==> src/design/sspio_pkg.sv <==
// ----------------------------------------------------------------------------
// sspio_pkg
// types and port codes shared by the sound/shift port i/o unit
// ----------------------------------------------------------------------------
`default_nettype none

package sspio_pkg;

  localparam int unsigned ByteW   = 8;
  localparam int unsigned AmountW = 3;
  localparam int unsigned InDataW = 4 * ByteW;
  localparam int unsigned OutDataW = 2 * ByteW;

  // access kinds
  localparam logic FUNC_READ  = 1'b0;
  localparam logic FUNC_WRITE = 1'b1;

  // port numbers
  localparam logic [ByteW-1:0] PORT_BUTTONS_ONE = 8'd1;
  localparam logic [ByteW-1:0] PORT_BUTTONS_TWO = 8'd2;
  localparam logic [ByteW-1:0] PORT_SHIFT_READ  = 8'd3;
  localparam logic [ByteW-1:0] PORT_SHIFT_AMT   = 8'd2;
  localparam logic [ByteW-1:0] PORT_SOUND_A     = 8'd3;
  localparam logic [ByteW-1:0] PORT_SHIFT_DATA  = 8'd4;
  localparam logic [ByteW-1:0] PORT_SOUND_B     = 8'd5;

  typedef struct packed {
    logic             func;
    logic [ByteW-1:0] port_number;
    logic [ByteW-1:0] write_data;
    logic [ByteW-1:0] player_one_buttons;
    logic [ByteW-1:0] player_two_buttons;
  } item_t;

  typedef struct packed {
    logic [ByteW-1:0] read_data;
    logic [ByteW-1:0] sound_start;
  } result_t;

endpackage

`default_nettype wire

==> src/design/sspio_in_stage.sv <==
// ----------------------------------------------------------------------------
// sspio_in_stage
// input register for one port access beat
// ----------------------------------------------------------------------------
`default_nettype none

module sspio_in_stage
  import sspio_pkg::*;
(
  input  wire                 clk,
  input  wire                 rst,
  input  wire                 s_tvalid,
  output logic                s_tready,
  input  wire  [InDataW-1:0]  s_tdata,
  input  wire                 s_tuser,
  input  wire                 advance,
  output logic                in_vld,
  output item_t               item
);

  assign s_tready = !in_vld || advance;

  always_ff @(posedge clk) begin
    if (rst) begin
      in_vld <= 1'b0;
    end else if (s_tready) begin
      in_vld <= s_tvalid;
    end
  end

  // payload, lowest field first in tdata
  always_ff @(posedge clk) begin
    if (s_tvalid && s_tready) begin
      item.func               <= s_tuser;
      item.port_number        <= s_tdata[ByteW-1:0];
      item.write_data         <= s_tdata[2*ByteW-1:ByteW];
      item.player_one_buttons <= s_tdata[3*ByteW-1:2*ByteW];
      item.player_two_buttons <= s_tdata[4*ByteW-1:3*ByteW];
    end
  end

endmodule

`default_nettype wire

==> src/design/sspio_exec.sv <==
// ----------------------------------------------------------------------------
// sspio_exec
// port state (shift register, amount, sound latches) and access decode
// ----------------------------------------------------------------------------
`default_nettype none

module sspio_exec
  import sspio_pkg::*;
(
  input  wire         clk,
  input  wire         rst,
  input  wire         advance,
  input  wire item_t  item,
  output result_t     result
);

  logic [ByteW-1:0]   shift_low_byte,  shift_low_byte_next;
  logic [ByteW-1:0]   shift_high_byte, shift_high_byte_next;
  logic [AmountW-1:0] shift_amount,    shift_amount_next;
  logic [ByteW-1:0]   sound_latch_a,   sound_latch_a_next;
  logic [ByteW-1:0]   sound_latch_b,   sound_latch_b_next;

  logic [2*ByteW-1:0] shift_word;
  logic [2*ByteW-1:0] shifted;
  logic [3:0]         shift_dist;
  logic [ByteW-1:0]   rise_a;
  logic [ByteW-1:0]   rise_b;

  assign shift_word = {shift_high_byte, shift_low_byte};
  assign shift_dist = 4'd8 - {1'b0, shift_amount};
  assign shifted    = shift_word >> shift_dist;
  assign rise_a     = item.write_data & ~sound_latch_a;
  assign rise_b     = item.write_data & ~sound_latch_b;

  always_comb begin
    result               = '0;
    shift_low_byte_next  = shift_low_byte;
    shift_high_byte_next = shift_high_byte;
    shift_amount_next    = shift_amount;
    sound_latch_a_next   = sound_latch_a;
    sound_latch_b_next   = sound_latch_b;
    if (item.func == FUNC_READ) begin
      unique case (item.port_number)
        PORT_BUTTONS_ONE: result.read_data = item.player_one_buttons;
        PORT_BUTTONS_TWO: result.read_data = item.player_two_buttons;
        PORT_SHIFT_READ:  result.read_data = shifted[ByteW-1:0];
        default:          result.read_data = '0;
      endcase
    end else begin
      unique case (item.port_number)
        PORT_SHIFT_AMT: begin
          shift_amount_next = item.write_data[AmountW-1:0];
        end
        PORT_SOUND_A: begin
          sound_latch_a_next = item.write_data;
          result.sound_start = {5'd0, rise_a[3:1]};
        end
        PORT_SHIFT_DATA: begin
          shift_low_byte_next  = shift_high_byte;
          shift_high_byte_next = item.write_data;
        end
        PORT_SOUND_B: begin
          sound_latch_b_next = item.write_data;
          result.sound_start = {rise_b[4:0], 3'd0};
        end
        default: begin
          result.sound_start = '0;
        end
      endcase
    end
  end

  always_ff @(posedge clk) begin
    if (rst) begin
      shift_low_byte  <= '0;
      shift_high_byte <= '0;
      shift_amount    <= '0;
      sound_latch_a   <= '0;
      sound_latch_b   <= '0;
    end else if (advance) begin
      shift_low_byte  <= shift_low_byte_next;
      shift_high_byte <= shift_high_byte_next;
      shift_amount    <= shift_amount_next;
      sound_latch_a   <= sound_latch_a_next;
      sound_latch_b   <= sound_latch_b_next;
    end
  end

endmodule

`default_nettype wire

==> src/design/shift_register_sound_port_io_unit.sv <==
// ----------------------------------------------------------------------------
// shift_register_sound_port_io_unit
// i/o port block: button ports, 16-bit shift register and sound latches
// ----------------------------------------------------------------------------
// path: an accepted input beat passes the input register, then the result register, to its result beat on m_*
// throughput: one access per cycle while m_tready stays high, set by the single pass through the
//   decode and shifter between the input register and the result register
// reset: rst (synchronous) empties both stages and clears the shift
//   register, shift amount and both sound latches
// ----------------------------------------------------------------------------
`default_nettype none

module shift_register_sound_port_io_unit
  import sspio_pkg::*;
(
  input  wire                  clk,
  input  wire                  rst,
  // access beats
  input  wire                  s_tvalid,
  output logic                 s_tready,
  // s_tdata, low bit up: port_number[7:0], write_data[7:0],
  //   player_one_buttons[7:0], player_two_buttons[7:0]
  input  wire  [InDataW-1:0]   s_tdata,
  // s_tuser: func (0 read, 1 write)
  input  wire                  s_tuser,
  // result beats
  output logic                 m_tvalid,
  input  wire                  m_tready,
  // m_tdata, low bit up: read_data[7:0], sound_start[7:0]
  output logic [OutDataW-1:0]  m_tdata
);

  logic    in_vld;
  logic    advance;
  item_t   item;
  result_t result;

  // the input stage moves on whenever the result register is free or
  // is being emptied in the same cycle
  assign advance = in_vld && (!m_tvalid || m_tready);

  sspio_in_stage u_in_stage (
    .clk      (clk),
    .rst      (rst),
    .s_tvalid (s_tvalid),
    .s_tready (s_tready),
    .s_tdata  (s_tdata),
    .s_tuser  (s_tuser),
    .advance  (advance),
    .in_vld   (in_vld),
    .item     (item)
  );

  // state updates on the same edge that loads the result register
  sspio_exec u_exec (
    .clk     (clk),
    .rst     (rst),
    .advance (advance),
    .item    (item),
    .result  (result)
  );

  // result register
  always_ff @(posedge clk) begin
    if (rst) begin
      m_tvalid <= 1'b0;
    end else if (!m_tvalid || m_tready) begin
      m_tvalid <= in_vld;
    end
  end

  always_ff @(posedge clk) begin
    if (advance) begin
      m_tdata <= {result.sound_start, result.read_data};
    end
  end

  // a stalled result never lets the input stage run over it
  a_no_overrun : assert property (@(posedge clk) disable iff (rst)
    m_tvalid && !m_tready |-> !advance)
    else $error("input stage advanced over a stalled result");

  // reads never report a sound start
  a_read_no_sound : assert property (@(posedge clk) disable iff (rst)
    advance && (item.func == FUNC_READ) |=> m_tdata[OutDataW-1:ByteW] == '0)
    else $error("sound start flagged on a read");

  // writes always return zero read data
  a_write_zero_read : assert property (@(posedge clk) disable iff (rst)
    advance && (item.func == FUNC_WRITE) |=> m_tdata[ByteW-1:0] == '0)
    else $error("nonzero read data on a write");

  // an accepted beat lands in the input stage
  a_accept_loads : assert property (@(posedge clk) disable iff (rst)
    s_tvalid && s_tready |=> in_vld)
    else $error("accepted beat lost at input stage");

endmodule

`default_nettype wire
==> config.mk <==
export PLATFORM = sky130hd
export DESIGN_NAME = shift_register_sound_port_io_unit
export DESIGN_NICKNAME = d
export VERILOG_FILES = /design/src/design/sspio_pkg.sv /design/src/design/sspio_in_stage.sv /design/src/design/sspio_exec.sv /design/src/design/shift_register_sound_port_io_unit.sv
export SDC_FILE = /design/constraint.sdc
export NUM_CORES = 1
export LEC_CHECK = 0
export BUFFER_PORTS_ARGS = -buffer_cell sky130_fd_sc_hd__buf_4
export CAP_MARGIN = 0
export CORE_MARGIN = 2
export CORE_UTILIZATION = 60
export CTS_CLUSTER_DIAMETER = 50
export DETAILED_ROUTE_END_ITERATION = 10
export GPL_TIMING_DRIVEN = 0
export PLACE_DENSITY = 0.81
export SYNTH_ARGS = -nofsm -noshare
export SYNTH_HDL_FRONTEND = slang
export SYNTH_SLANG_ARGS = --single-unit
export TNS_END_PERCENT = 20
==> constraint.sdc <==
create_clock -name clk -period 5.75 [get_ports clk]
set_input_delay 1.15 -clock clk [delete_from_list [all_inputs] [get_ports clk]]
set_output_delay 1.15 -clock clk [all_outputs]
set_load 0.05 [all_outputs]
After elaboration in Yosys (flattened, before gate mapping). Index checks and enable logic that the tools add are counted.

Eq/ne operators: 5. Shift operators: 1. Bitwise gates (word level): 4. Reduce and logical (&&, ||, !) cells: 10. Add/subtract/negate cells: 1. Multiplexer cells: 2.

Operators with widths (number): $pmux W8 S3 (1); $eq A8 B2 Y1 const B (2); $eq A8 B3 Y1 const B (2); $pmux W8 S2 (1); $shr A16 B4 Y8 (1); $reduce_and A3 Y1 (4); $eq A8 B1 Y1 const B (1); $and A5 B5 Y5 (1); $not A5 Y5 (1); $and A4 B4 Y4 (1); $not A4 Y4 (1); $sub A4 B3 Y4 const A (1); $logic_and A1 B1 Y1 (2); $logic_not A1 Y1 (2); $logic_or A1 B1 Y1 (2).

Output and inout bits: 18. Bits of input ports: 37. Bits in registers: 79. Word-level logic and storage cells: 37.

Logic depth before layout (Yosys ltp).
Depth after elaboration: 5. Gate-level depth with buffers: 10.

Cells and area by module. From an unflattened synthesis, not the netlist that was laid out.

Cell total of the unflattened synthesis: 295. Area total of the unflattened synthesis: 3682.3 um^2.

Modules (own cells, without submodules): sspio_exec (instances 1, sequential area each 540.5 um^2, area an instance 2100.8 um^2, cells an instance 236); sspio_in_stage (instances 1, sequential area each 1011.0 um^2, area an instance 1046.0 um^2, cells an instance 38); shift_register_sound_port_io_unit (instances 1, sequential area each 500.5 um^2, area an instance 535.5 um^2, cells an instance 21).

Least setup slack after synthesis. OpenSTA, ideal clock, no wires.

Kind: input port to flip-flop. Start: input m_tready. End: register, netlist name u_in_stage.item[0]. Path slack: 2.891 ns. Arrival: 2.465 ns. Path buffers: 0. Stages: 3. Path through: nor2b_1 -> nand2_1 -> and2_1.

Longest elaborated chain between the ends: 4.

Ends and longest elaborated chain: from (decl) (line shift_register_sound_port_io_unit.sv:28) `input wire m_tready,`; $logic_or A1 B1 Y1 (line shift_register_sound_port_io_unit.sv:40) `assign advance = in_vld && (!m_tvalid || m_tready);`; $logic_and A1 B1 Y1 (line shift_register_sound_port_io_unit.sv:40); $logic_or A1 B1 Y1 (line sspio_in_stage.sv:21) `assign s_tready = !in_vld || advance;`; via s_tready (line shift_register_sound_port_io_unit.sv:20) `output logic s_tready,`; $logic_and A1 B1 Y1 (line sspio_in_stage.sv:33) `if (s_tvalid && s_tready) begin`.

The timed path passes the listed nets, and every way through them passes these cells. A chain may end at the register's enable or synchronous reset.

Final worst setup path.
Start: input m_tready. End: output s_tready.

Longest elaborated chain between the ends: 3.

Ends and longest elaborated chain (line): $logic_or A1 B1 Y1 (shift_register_sound_port_io_unit.sv:40); $logic_and A1 B1 Y1 (shift_register_sound_port_io_unit.sv:40); $logic_or A1 B1 Y1 (sspio_in_stage.sv:21); to (decl) (shift_register_sound_port_io_unit.sv:20).

Every way passes these cells.

==> results by group <==
Status
  – Status: finished, final reports clean

Routing
  – Final WL: 7840 µm
  – Vias per cell: 5.95
  – DRT Pass-1 Iters: 5
  – Via Count: 2769
  – Avg WL per Cell: 16.9 µm
  – Initial DRC count: 221
  – DRC: 0
  – Post-route ant nets: 0

Logic synthesis
  – Synth cell types: 48
  – Register bit total from synthesis: 78
  – Post-synth net total: 359
  – Synthesized area per cell: 11.2 µm²
  – Synth warnings: 0
  – Post-synth EDFFs: 49
  – Top_reg_cell synth: edfxtp_1
  – Sequential-to-total area share from yosys stat: 56.9%
  – Post-synth ARST share: 0%
  – Post-synth top area cell: edfxtp_1
  – Ranking of synthesized cells by area: edfxtp_1 41%, dfxtp_1 16%, mux2i_1 5.6%
  – Top-area cell type share of the netlist area: 40.8%
  – Mapped cell area: 3600 µm²
  – Syn Inst Count: 321

Place
  – DP Cell Count: 449
  – IO Port Bufs: 53
  – Gpl congestion: 0.866
  – DPL Wire Length: 5760 µm

STA
  – Least-Margin Pin Slew: 0.780 ns
  – Final setup viols: 0
  – Rel. slew slack: 48.0%
  – Setup TNS: 0 ns
  – Fin. max-slew vios: 0
  – RSZ-0062 raised after global routing: false
  – Fmax: 347 MHz
  – Hold Vio Cnt, Final: 0
  – Final Cycle Share: 50.1%
  – Skew final: 0.00915 ns
  – Final min period: 2.88 ns

Global routing
  – First-pass GRT wire length: 12600 µm
  – Grt ovf: 0
  – Vias in the first global route: 2579
  – Largest net degree at the start of global routing: 34
  – Initial antenna violation count: 0
  – Gr usage total: 25.6%

Flow run
  – Max Cap Viol: 0

Setup path
  – CP Class: input pin to primary output
  – Critical path cell sequence: buf_4, nor2b_1, nand2_1, buf_4
  – Req. time, crit path: 4.60 ns
  – Largest stage delay on the critical path: 0.20 ns
  – CP max stage cell: buf_4
  – RR Startpoint: u_exec.shift_amount[0]$_SDFFE_PP0P_
  – Critical Path Fanout Max: 3
  – Crit path top cell by count: buf_4
  – CP startpoint kind: input pin
  – Crit. Startpoint: m_tready
  – CP Capture Type: primary output
  – Arr. time, crit path: 1.73 ns

Clock tree
  – Root Driver: clkbuf_8
  – Setup repair bufs after CTS: 0
  – H-tree depth: 3
  – CTS Sinks: 78
  – CTS resizes: 0
  – CTS tree: done
  – Num CTS Buffers: 9
  – Post-CTS Hold Fix Bufs: 0
  – Clk buf depth: 2
  – Clk Latency, worst-skew pair: 0.36 ns
  – Clock slew at reported path FFs: 0.08 ns

Cells and area
  – Final nets: 423
  – Fraction of layout cells with a size suffix above 1: 24.1%
  – Most frequent cells in the layout: 54 x buf_4, 49 x edfxtp_1, 33 x nand2_1, 29 x a21oi_1, 29 x dfxtp_1
  – Area Growth Syn to Fin: 18.3%
  – Antenna cell count: 0
  – Fill cells: 409
  – Non-Filler Instances: 465
  – Commonest non-fill, non-tap cell in the layout: buf_4

Hold path
  – Hold Crit Start: u_exec.sound_latch_a[2]$_SDFFE_PP0P_
  – Hold WC Path Type: flip-flop to flip-flop

Floorplan
  – # rows: 28
  – Core area: 5850 µm²
  – Initial core utilization: 61.6%
  – Die X: 81.5 µm
  – Die area: 6640 µm²
  – Die Ht: 81.5 µm
  – Io pins: 55

Power and ir drop
  – Worst VDD drop: 191 µV
  – Leak: 1.46 nW
  – Power Dens Cells: 248 nW/µm²
flip-flops by register name, summed over array words and instances (netlist names):
name	cells
u_in_stage.item	33
m_tdata	16
u_exec.shift_high_byte	8
u_exec.shift_low_byte	8
u_exec.sound_latch_b	5
u_exec.shift_amount	3
u_exec.sound_latch_a	3
m_tvalid	1
u_in_stage.in_vld	1
metal layers:
layer / vias up / part of all wire [%] / global-route usage, %
met5: - / 0 / 0
met4: 0 / 1.8 / 9.49
met3: 17 / 6.3 / 7.25
met2: 96 / 47 / 39.1
met1: 1328 / 45 / 34.9
li1: 1328 / - / -
cell families (layout without fill, tap and decap cells):
group	Yosys count	count (layout)	share of synthesized area (%)
fa+ha+maj	1	1	0.347
buf+inv	22	91	2.60
flops	78	78	56.9
simple gates	101	101	14.7
compound gates	85	85	14.0
xor+xnor	1	1	0.243
mux	33	33	11.2
final cells by class:
| cell class | count | area (µm²) | share of cell area, % |
|---|---|---|---|
| plain buffers | 18 | 78.8 | 1.85 |
| clock buffers | 10 | 128 | 2.99 |
| clock inverters | 6 | 37.5 | 0.881 |
| inverters | 4 | 15.0 | 0.352 |
| multi-input cells | 221 | 1460 | 34.2 |
| flip-flops and latches | 78 | 2050 | 48.2 |
| well taps | 75 | 93.8 | 2.20 |
| repair buffers | 53 | 398 | 9.34 |
metrics by stage:
stage	total power, mW	worst slack, ns	utilization (%)	cell area, µm²	hold slack (ns)
floorplan	0.681	2.89	-	3600	0.458
global placement	0.715	2.90	70.0	4100	0.475
detailed placement	0.718	2.81	70.0	4100	0.490
CTS	1.06	2.87	72.8	4260	0.509
global route	1.09	2.79	72.8	4260	0.541
finish	1.06	2.87	72.8	4260	0.507
power breakdown:
group          internal [mW]  switching [mW]  total [mW]
Combinational         0.0304          0.0477      0.0781
Clock                  0.155           0.197       0.352
Sequential             0.616          0.0108       0.627
Total                  0.802           0.256        1.06
Yosys cell counts, types with 2 or more instances:
library cell,number
a211oi_1,5
a21oi_1,29
a221oi_1,3
a22oi_1,5
and2_1,3
buf_2,6
clkbuf_1,10
dfxtp_1,29
edfxtp_1,49
inv_1,3
mux2_2,8
mux2i_1,20
mux4_2,5
nand2_1,33
nand2b_1,4
nand3_1,2
nand4b_1,3
nor2_1,28
nor2b_1,4
nor3_1,5
nor3b_1,8
o211ai_1,2
o21ai_0,27
o22ai_1,4
o31ai_1,2
or3_1,2
worst paths after layout:
path / end / slack (ns) / depth (start not counted)
worst min-delay path: u_exec.sound_latch_a[2]$_SDFFE_PP0P_ / 0.51 / 2
worst max-delay path: s_tready / 2.87 / 4
worst min register to register: u_exec.sound_latch_a[2]$_SDFFE_PP0P_ / 0.51 / 2
worst max register to register: m_tdata[2]$_SDFFCE_PP0N_ / 3.01 / 10
critical path, delay by kind of cell:
kind	cells	cell delay, ns
buffers and inverters	2	0.31
and+or+nand+nor	2	0.27
Note: power is estimated with default switching activity, not from simulation.
